<file path="src/rtl/b64e_pkg.sv">
package b64e_pkg;

    // depth of the job queue between front and back
    localparam int JOBQ_DEPTH = 2;
    // depth of the character queue at the result ports
    localparam int OUTQ_DEPTH = 2;
    // most characters one byte can produce
    localparam int MAX_CHARS = 4;

    localparam logic [7:0] PAD_CHAR      = 8'h3D;
    localparam logic [7:0] SYM62_RESET   = 8'd43;
    localparam logic [7:0] SYM63_RESET   = 8'd47;
    localparam logic       PAD_EN_RESET  = 1'b1;

    // configuration register indexes
    typedef enum logic [1:0] {
        CFG_SYMBOL_62  = 2'd0,
        CFG_SYMBOL_63  = 2'd1,
        CFG_PAD_ENABLE = 2'd2,
        CFG_UNUSED     = 2'd3
    } cfg_idx_t;

    // one output character before alphabet lookup
    typedef struct packed {
        logic       pad;
        logic [5:0] val;
    } sym_t;

    // all characters produced by one input byte
    typedef struct packed {
        logic [2:0]                 count;
        logic                       last;
        sym_t [MAX_CHARS-1:0]       sym;
    } job_t;

    // configuration values shared by front and back
    typedef struct packed {
        logic [7:0] symbol_62;
        logic [7:0] symbol_63;
        logic       pad_enable;
    } cfg_t;

    // six-bit value to alphabet character
    function automatic logic [7:0] map_symbol(
        input logic [5:0] v,
        input logic [7:0] s62,
        input logic [7:0] s63
    );
        logic [7:0] r;
        logic [7:0] ve;
        ve = {2'b00, v};
        if (v < 6'd26)
            r = 8'd65 + ve;
        else if (v < 6'd52)
            r = 8'd71 + ve;
        else if (v < 6'd62)
            r = ve - 8'd4;
        else if (v == 6'd62)
            r = s62;
        else
            r = s63;
        return r;
    endfunction

endpackage

</file>
<file path="src/rtl/b64e_front.sv">
module b64e_front (
    input  logic                 clk,
    input  logic                 rst_n,
    input  logic                 push,
    input  logic [7:0]           data_byte,
    input  logic                 final_byte,
    output logic                 full,
    input  b64e_pkg::cfg_t       cfg,
    input  logic                 jobq_full,
    output logic                 jobq_push,
    output b64e_pkg::job_t       jobq_data
);

    logic [1:0] phase_reg, phase_next;
    logic [3:0] left_reg, left_next;
    logic       accept;

    assign full   = jobq_full;
    assign accept = push && !jobq_full;
    assign jobq_push = accept;

    // split the byte into six-bit symbols for its group position
    always_comb
    begin
        jobq_data = '0;
        jobq_data.last = final_byte;
        phase_next = phase_reg;
        left_next  = left_reg;
        case (phase_reg)
            2'd1:
            begin
                jobq_data.sym[0].val = {left_reg[1:0], data_byte[7:4]};
                jobq_data.sym[1].val = {data_byte[3:0], 2'b00};
                jobq_data.sym[2].pad = 1'b1;
                if (final_byte)
                    jobq_data.count = cfg.pad_enable ? 3'd3 : 3'd2;
                else
                    jobq_data.count = 3'd1;
                phase_next = 2'd2;
                left_next  = data_byte[3:0];
            end
            2'd2:
            begin
                jobq_data.sym[0].val = {left_reg, data_byte[7:6]};
                jobq_data.sym[1].val = data_byte[5:0];
                jobq_data.count = 3'd2;
                phase_next = 2'd0;
                left_next  = 4'd0;
            end
            default:
            begin
                // phase 0, and the unreachable phase 3 taken the same way
                jobq_data.sym[0].val = data_byte[7:2];
                jobq_data.sym[1].val = {data_byte[1:0], 4'b0000};
                jobq_data.sym[2].pad = 1'b1;
                jobq_data.sym[3].pad = 1'b1;
                if (final_byte)
                    jobq_data.count = cfg.pad_enable ? 3'd4 : 3'd2;
                else
                    jobq_data.count = 3'd1;
                phase_next = 2'd1;
                left_next  = {2'b00, data_byte[1:0]};
            end
        endcase
        if (final_byte)
        begin
            phase_next = 2'd0;
            left_next  = 4'd0;
        end
    end

    // group position and carried bits
    always_ff @(posedge clk or negedge rst_n)
    begin
        if (!rst_n)
        begin
            phase_reg <= 2'd0;
            left_reg  <= 4'd0;
        end
        else if (accept)
        begin
            phase_reg <= phase_next;
            left_reg  <= left_next;
        end
    end

endmodule

</file>
<file path="src/rtl/b64e_jobq.sv">
module b64e_jobq (
    input  logic                 clk,
    input  logic                 rst_n,
    input  logic                 wr_en,
    input  b64e_pkg::job_t       wr_data,
    output logic                 full,
    input  logic                 rd_en,
    output b64e_pkg::job_t       rd_data,
    output logic                 empty
);

    localparam int PW = (b64e_pkg::JOBQ_DEPTH > 1) ? $clog2(b64e_pkg::JOBQ_DEPTH) : 1;
    localparam int CW = $clog2(b64e_pkg::JOBQ_DEPTH + 1);
    localparam logic [CW-1:0] DEPTH_C = CW'(b64e_pkg::JOBQ_DEPTH);
    localparam logic [PW-1:0] LAST_C  = PW'(b64e_pkg::JOBQ_DEPTH - 1);

    b64e_pkg::job_t mem_reg [b64e_pkg::JOBQ_DEPTH];
    logic [PW-1:0] wptr_reg, rptr_reg;
    logic [CW-1:0] cnt_reg;
    logic          do_wr, do_rd;

    assign empty   = (cnt_reg == '0);
    assign do_rd   = rd_en && !empty;
    // a slot freed by a read this cycle may be refilled at once
    assign full    = (cnt_reg == DEPTH_C) && !do_rd;
    assign do_wr   = wr_en && !full;
    assign rd_data = mem_reg[rptr_reg];

    // storage
    always_ff @(posedge clk)
    begin
        if (do_wr)
            mem_reg[wptr_reg] <= wr_data;
    end

    // pointers and fill count
    always_ff @(posedge clk or negedge rst_n)
    begin
        if (!rst_n)
        begin
            wptr_reg <= '0;
            rptr_reg <= '0;
            cnt_reg  <= '0;
        end
        else
        begin
            if (do_wr)
                wptr_reg <= (wptr_reg == LAST_C) ? '0 : wptr_reg + 1'b1;
            if (do_rd)
                rptr_reg <= (rptr_reg == LAST_C) ? '0 : rptr_reg + 1'b1;
            if (do_wr && !do_rd)
                cnt_reg <= cnt_reg + 1'b1;
            else if (do_rd && !do_wr)
                cnt_reg <= cnt_reg - 1'b1;
        end
    end

endmodule

</file>
<file path="src/rtl/b64e_back.sv">
module b64e_back (
    input  logic                 clk,
    input  logic                 rst_n,
    input  b64e_pkg::cfg_t       cfg,
    input  b64e_pkg::job_t       job,
    input  logic                 job_empty,
    output logic                 job_pop,
    output logic [7:0]           text_char,
    output logic                 end_of_text,
    output logic                 empty,
    input  logic                 pop
);

    localparam int PW = (b64e_pkg::OUTQ_DEPTH > 1) ? $clog2(b64e_pkg::OUTQ_DEPTH) : 1;
    localparam int CW = $clog2(b64e_pkg::OUTQ_DEPTH + 1);
    localparam int IW = $clog2(b64e_pkg::MAX_CHARS);
    localparam logic [CW-1:0] DEPTH_C = CW'(b64e_pkg::OUTQ_DEPTH);
    localparam logic [PW-1:0] LAST_C  = PW'(b64e_pkg::OUTQ_DEPTH - 1);

    typedef struct packed {
        logic [7:0] ch;
        logic       eot;
    } oq_entry_t;

    oq_entry_t     oq_reg [b64e_pkg::OUTQ_DEPTH];
    logic [PW-1:0] wptr_reg, rptr_reg;
    logic [CW-1:0] cnt_reg;
    logic [IW-1:0] idx_reg;
    logic [IW-1:0] last_idx;
    b64e_pkg::sym_t cur;
    oq_entry_t     new_entry;
    logic          do_rd, oq_room, emit, last_char;

    // pick the next character of the head job
    assign cur       = job.sym[idx_reg];
    assign last_idx  = IW'(job.count - 3'd1);
    assign last_char = (idx_reg == last_idx);

    always_comb
    begin
        new_entry.ch  = cur.pad ? b64e_pkg::PAD_CHAR
                      : b64e_pkg::map_symbol(cur.val, cfg.symbol_62, cfg.symbol_63);
        new_entry.eot = job.last && last_char;
    end

    // output queue handshake
    assign empty   = (cnt_reg == '0);
    assign do_rd   = pop && !empty;
    assign oq_room = (cnt_reg != DEPTH_C) || do_rd;
    assign emit    = !job_empty && oq_room;
    assign job_pop = emit && last_char;

    assign text_char   = oq_reg[rptr_reg].ch;
    assign end_of_text = oq_reg[rptr_reg].eot;

    // character storage
    always_ff @(posedge clk)
    begin
        if (emit)
            oq_reg[wptr_reg] <= new_entry;
    end

    // serializer index, pointers and fill count
    always_ff @(posedge clk or negedge rst_n)
    begin
        if (!rst_n)
        begin
            idx_reg  <= '0;
            wptr_reg <= '0;
            rptr_reg <= '0;
            cnt_reg  <= '0;
        end
        else
        begin
            if (emit)
                idx_reg <= last_char ? '0 : idx_reg + 1'b1;
            if (emit)
                wptr_reg <= (wptr_reg == LAST_C) ? '0 : wptr_reg + 1'b1;
            if (do_rd)
                rptr_reg <= (rptr_reg == LAST_C) ? '0 : rptr_reg + 1'b1;
            if (emit && !do_rd)
                cnt_reg <= cnt_reg + 1'b1;
            else if (do_rd && !emit)
                cnt_reg <= cnt_reg - 1'b1;
        end
    end

    // checks
    a_cnt_bound: assert property (@(posedge clk) disable iff (!rst_n)
        cnt_reg <= DEPTH_C)
        else $error("output queue count overflow");

    a_idx_in_job: assert property (@(posedge clk) disable iff (!rst_n)
        !job_empty |-> ({1'b0, idx_reg} < job.count))
        else $error("serializer index beyond job length");

    a_idx_rest: assert property (@(posedge clk) disable iff (!rst_n)
        job_pop |=> (idx_reg == '0))
        else $error("serializer index not cleared after job");

    a_eot_last: assert property (@(posedge clk) disable iff (!rst_n)
        (emit && new_entry.eot) |-> job_pop)
        else $error("end of text before job finished");

endmodule

</file>
<file path="src/rtl/base64_stream_encoder_unit.sv">
// path: a byte accepted is written into the job queue, and the serializer then writes its
//   characters into the result queue, from which the first can be popped
// throughput: one character per cycle into the result queue while it has room, one to four per byte;
//   a byte enters every cycle while the job queue has room, so the sustained
//   byte rate is set by the single character per cycle of the output serializer
// reset: asynchronous, clears group position, carried bits and both queues, and
//   loads symbol_62 '+', symbol_63 '/' and pad_enable 1
module base64_stream_encoder_unit (
    input  logic       clk,
    input  logic       rst_n,
    input  logic       push,
    output logic       full,
    input  logic [7:0] data_byte,
    input  logic       final_byte,
    output logic       empty,
    input  logic       pop,
    output logic [7:0] text_char,
    output logic       end_of_text,
    input  logic       cfg_valid,
    output logic       cfg_ready,
    input  logic [1:0] cfg_index,
    input  logic [7:0] cfg_data
);

    b64e_pkg::cfg_t cfg_reg;
    b64e_pkg::job_t enq_job, head_job;
    logic           enq, jq_full, jq_empty, deq;

    // configuration registers, always ready
    assign cfg_ready = 1'b1;

    always_ff @(posedge clk or negedge rst_n)
    begin
        if (!rst_n)
        begin
            cfg_reg.symbol_62  <= b64e_pkg::SYM62_RESET;
            cfg_reg.symbol_63  <= b64e_pkg::SYM63_RESET;
            cfg_reg.pad_enable <= b64e_pkg::PAD_EN_RESET;
        end
        else if (cfg_valid && cfg_ready)
        begin
            case (b64e_pkg::cfg_idx_t'(cfg_index))
                b64e_pkg::CFG_SYMBOL_62:  cfg_reg.symbol_62  <= cfg_data;
                b64e_pkg::CFG_SYMBOL_63:  cfg_reg.symbol_63  <= cfg_data;
                b64e_pkg::CFG_PAD_ENABLE: cfg_reg.pad_enable <= cfg_data[0];
                default: ;
            endcase
        end
    end

    // byte classification
    b64e_front u_front (
        .clk        (clk),
        .rst_n      (rst_n),
        .push       (push),
        .data_byte  (data_byte),
        .final_byte (final_byte),
        .full       (full),
        .cfg        (cfg_reg),
        .jobq_full  (jq_full),
        .jobq_push  (enq),
        .jobq_data  (enq_job)
    );

    // jobs between front and back
    b64e_jobq u_jobq (
        .clk     (clk),
        .rst_n   (rst_n),
        .wr_en   (enq),
        .wr_data (enq_job),
        .full    (jq_full),
        .rd_en   (deq),
        .rd_data (head_job),
        .empty   (jq_empty)
    );

    // character serializer and result queue
    b64e_back u_back (
        .clk         (clk),
        .rst_n       (rst_n),
        .cfg         (cfg_reg),
        .job         (head_job),
        .job_empty   (jq_empty),
        .job_pop     (deq),
        .text_char   (text_char),
        .end_of_text (end_of_text),
        .empty       (empty),
        .pop         (pop)
    );

endmodule
</file>
<file path="config.mk">
export PLATFORM = sky130hd
export DESIGN_NAME = base64_stream_encoder_unit
export DESIGN_NICKNAME = d
export VERILOG_FILES = /design/src/rtl/b64e_pkg.sv /design/src/rtl/b64e_front.sv /design/src/rtl/b64e_jobq.sv /design/src/rtl/b64e_back.sv /design/src/rtl/base64_stream_encoder_unit.sv
export SDC_FILE = /design/constraint.sdc
export NUM_CORES = 1
export LEC_CHECK = 0
export ABC_CLOCK_PERIOD_IN_PS = 2700
export BUFFER_PORTS_ARGS = -buffer_cell sky130_fd_sc_hd__buf_4
export CORE_AREA = 2 2 95 97
export CTS_BUF_LIST = sky130_fd_sc_hd__clkbuf_8
export DETAILED_ROUTE_END_ITERATION = 6
export DIE_AREA = 0 0 97 99
export GPL_ROUTABILITY_DRIVEN = 0
export GPL_TIMING_DRIVEN = 0
export PLACE_DENSITY = 0.7
export SLEW_MARGIN = 5
export SYNTH_ARGS = -nofsm -noshare
export SYNTH_HDL_FRONTEND = slang
export SYNTH_SLANG_ARGS = --single-unit
</file>
<file path="constraint.sdc">
create_clock -name clk -period 2.7 [get_ports clk]
set_clock_uncertainty 0.1 [all_clocks]
set_input_delay 0.135 -clock clk [delete_from_list [all_inputs] [get_ports clk]]
set_output_delay 0.135 -clock clk [all_outputs]
set_load 0.02 [all_outputs]
</file>
==> results.md <==
- Status: finished, violations left
- Failing checks: negative setup slack
- Max_cap viols: 0
- Vias in the first global route: 2,740
- CP peak stage delay: 0.39 ns
- Layer with the highest usage: met2
- Max FO, Critical Path: 7
- CTS sink cnt: 85
- Core area: 8551 um2
- Layout cells sized above 1: 0.3655
- Initial antenna violation count: 0
- Pin count of the biggest net entering global routing: 34
- Total Wirelength: 8.317 mm
- Final #Nets: 422
- Syn. warnings: 0
- Slack of the critical path: -0.003846 ns
- Top cells by count, synth: edfxtp_1, mux2_2, dfrtp_1, nor2_1, nand2_1
- Unrepaired setup endpoints after global routing: yes
- Root buf cell: clkbuf_8
- Worst hold slack: 0.03824 ns
- CP arrival: 2.68 ns
- Die Span Y: 99 um
- Number of enable flip-flop cells after synthesis: 52
- Crit-path most repeated cell: o211ai_1
- Worst-path clk slew: 0.08 ns
- Synth Instances: 313
- Kind of critical path: flip-flop to flip-flop
- First-pass iteration count of the detailed router: 4
- Peak Freq: 0.3698 GHz
- Overall Global Routing Usage: 0.1739
- Layout area overhead: 25.43%
- M1 GR Usage: 0.2187
- TritonCTS clock tree: done
- Global-route track usage on met3: 0.03688
- Most used DFF post-synth: edfxtp_1
- Iteration-0 DRC Markers: 158
- Worst-case clock buffer depth: 2
- Slew margin rel.: 0.4683
- H-tree levels: 3
- Crit. End Element: flip-flop
- Asr flop ratio synth: 0.3882
- Flops & latches, synth: 85
- Post-synth net total: 346
- Crit-path slowest cell: mux4_2
- Worst EP required: 2.67 ns
- Design Area, Final: 5209 um2
- Final min period: 2.704 ns
- DP Area: 4547 um2
- Number of I/O port buffers: 34
- I/O pins: 36
- Seq/Total Area, Yosys: 0.5779
- Via/cell ratio: 5.416
- Mapped Area: 4153 um2
- Period utilization: 1.001
- PwrDens: 1368 nW/um2
- Min-delay worst type: input pin to flip-flop
- DIE WIDTH: 97 um
- Max FFs per register: 34
- Worst-Skew Late Latency: 0.36 ns
- Detailed-route wire length per cell: 16.57 um
- Row count: 34
- Vias: 2,719
- Yosys cell types: 45
- Final HPWL DP: 5.493 mm
- Maximum vdd ir drop: 601.4 uV
- Startpoint Class: flip-flop
- Number of buffers created by CTS: 9
- DRC: 0
- Final setup viols: 2
- Post-synth top area cell: edfxtp_1
- Pleak: 2.059 nW
- Least-Margin Pin Slew: 0.7959 ns
- Worst path cell trace: buf_6 -> mux4_2 -> and2_1 -> buf_4 -> inv_4 -> ha_4 -> nor2_2 -> nand3_1 -> o211ai_1 -> o211ai_1
- Global route overflow: 0
- Placed cell count: 455
- Post-route ant nets: 0
- Leading cell type by number of instances after synthesis: edfxtp_1
- Initial core utilization: 0.4857
- Ranking of synthesized cells by area: edfxtp_1, dfrtp_1, mux2_2
- Non-filler cells, final: 502
- Fin. max-slew vios: 0
- Final hold violations: 0
- Met2 Use GR: 0.2943
- Syn Area/Cell: 13.27 um2
- FILL cells: 662
- Area of the die: 9603 um2
- First-pass GRT wire length: 13.23 mm
- Synth top area share: 0.3760
- Antenna Cells: 0
==> worst max-delay path: cells and delay by family (launching register included) <==
kind	cells	cell delay [ns]
flops	1	0.38
simple gates	3	0.65
fa+ha+maj	1	0.17
compound gates	2	0.37
buf+inv	3	0.35
mux	1	0.39
==> through the flow <==
step	power, W	setup WS, ns	setup TNS (ns)	utilization
finish	0.007128	-0.003846	-0.007363	0.6092
global route	0.007554	-0.08525	-0.3495	0.6092
CTS	0.006877	0.01944	0	0.5936
detailed placement	0.005435	-0.6575	-17.95	0.5318
global placement	0.005318	-0.6200	-22.73	0.5315
floorplan	0.004611	-0.07322	-2.488	-
==> kinds of logic after synthesis <==
| family | count (synthesis) | synth area share |
|---|---|---|
| compound gates | 50 | 0.08105 |
| xor+xnor | 13 | 0.02742 |
| fa+ha+maj | 9 | 0.02712 |
| buf+inv | 24 | 0.02772 |
| mux | 57 | 0.1669 |
| simple gates | 74 | 0.09099 |
| other cells | 1 | 0.0009030 |
| flops | 85 | 0.5779 |
==> timing repair <==
item                       4_1_cts  5_1_grt
setup buffers                    8       11
hold buffers                    12        0
gates resized for setup         14       10
hold endpoints to repair        54        0
pin swaps                        5        5
setup endpoints to repair       50       33
==> cells in the final DEF (no fill, tap or decap), types with 2 or more instances in the layout <==
master / netlist / final
clkbuf_1: 6 / 5
xnor2_1: 6 / 6
xor2_1: 7 / 7
bufinv_16: 0 / 4
a21oi_1: 9 / 9
nand3_1: 4 / 4
a211oi_2: 0 / 3
nand3b_1: 2 / 2
a22oi_1: 11 / 11
o21ai_1: 2 / 2
dfstp_2: 10 / 10
nor2_1: 22 / 18
buf_12: 0 / 4
buf_6: 1 / 2
edfxtp_1: 52 / 52
nand2_1: 20 / 19
mux2_2: 30 / 30
nor2b_1: 2 / 2
nor2_2: 0 / 2
mux4_2: 6 / 6
inv_1: 11 / 10
buf_4: 4 / 53
a211oi_1: 6 / 3
nand2b_1: 5 / 5
ha_1: 9 / 8
nor2_4: 0 / 2
and2_1: 7 / 6
dfrtp_1: 23 / 23
clkbuf_8: 0 / 10
nor3_1: 3 / 3
mux2_4: 2 / 2
o21ai_0: 12 / 12
nor4bb_1: 2 / 2
mux2i_1: 19 / 18
o211ai_1: 4 / 4
dlygate4sd3_1: 0 / 12
==> per-layer routing <==
| layer | vias to the layer above | part of all wire |
|---|---|---|
| met5 | - | 0 |
| met4 | 0 | 0.016 |
| met3 | 10 | 0.046 |
| met2 | 70 | 0.51 |
| met1 | 1336 | 0.42 |
| li1 | 1303 | - |
==> where the power goes <==
| group | internal [W] | total [W] | switching [W] |
|---|---|---|---|
| combinational | 0.00159 | 0.00359 | 0.00200 |
| sequential | 0.00214 | 0.00235 | 0.000208 |
| clock | 0.000733 | 0.00118 | 0.000452 |
| total | 0.00447 | 0.00713 | 0.00266 |
==> path summary, 6_finish.rpt <==
| kind | startpoint | endpoint | slack (ns) | cells after the start |
|---|---|---|---|---|
| worst max register to register | u_jobq.rptr_reg | u_back.oq_reg[0][5] | -0.004 | 10 |
| max in group asynchronous | rst_n | cfg_reg[6] | 2.00 | 2 |
| worst min-delay path | data_byte[6] | u_jobq.mem_reg[1][4] | 0.04 | 3 |
| worst max-delay path | u_jobq.rptr_reg | u_back.oq_reg[0][5] | -0.004 | 10 |
| worst min register to register | u_back.wptr_reg | u_back.wptr_reg | 0.40 | 1 |
| min in group asynchronous | rst_n | cfg_reg[5] | 0.15 | 2 |
==> cell type report <==
| cell class | instances | area, um2 | share of cell area |
|---|---|---|---|
| Inverter | 12 | 47.55 | 0.009128 |
| Tap cell | 108 | 135.1 | 0.02594 |
| Multi-Input combinational cell | 204 | 1710 | 0.3284 |
| Sequential cell | 85 | 2400 | 0.4607 |
| Timing Repair Buffer | 65 | 555.5 | 0.1067 |
| Buffer | 12 | 88.84 | 0.01705 |
| Clock inverter | 6 | 133.9 | 0.02570 |
| Clock buffer | 10 | 137.6 | 0.02642 |
No activity file was read; power rests on OpenSTA's default activity.
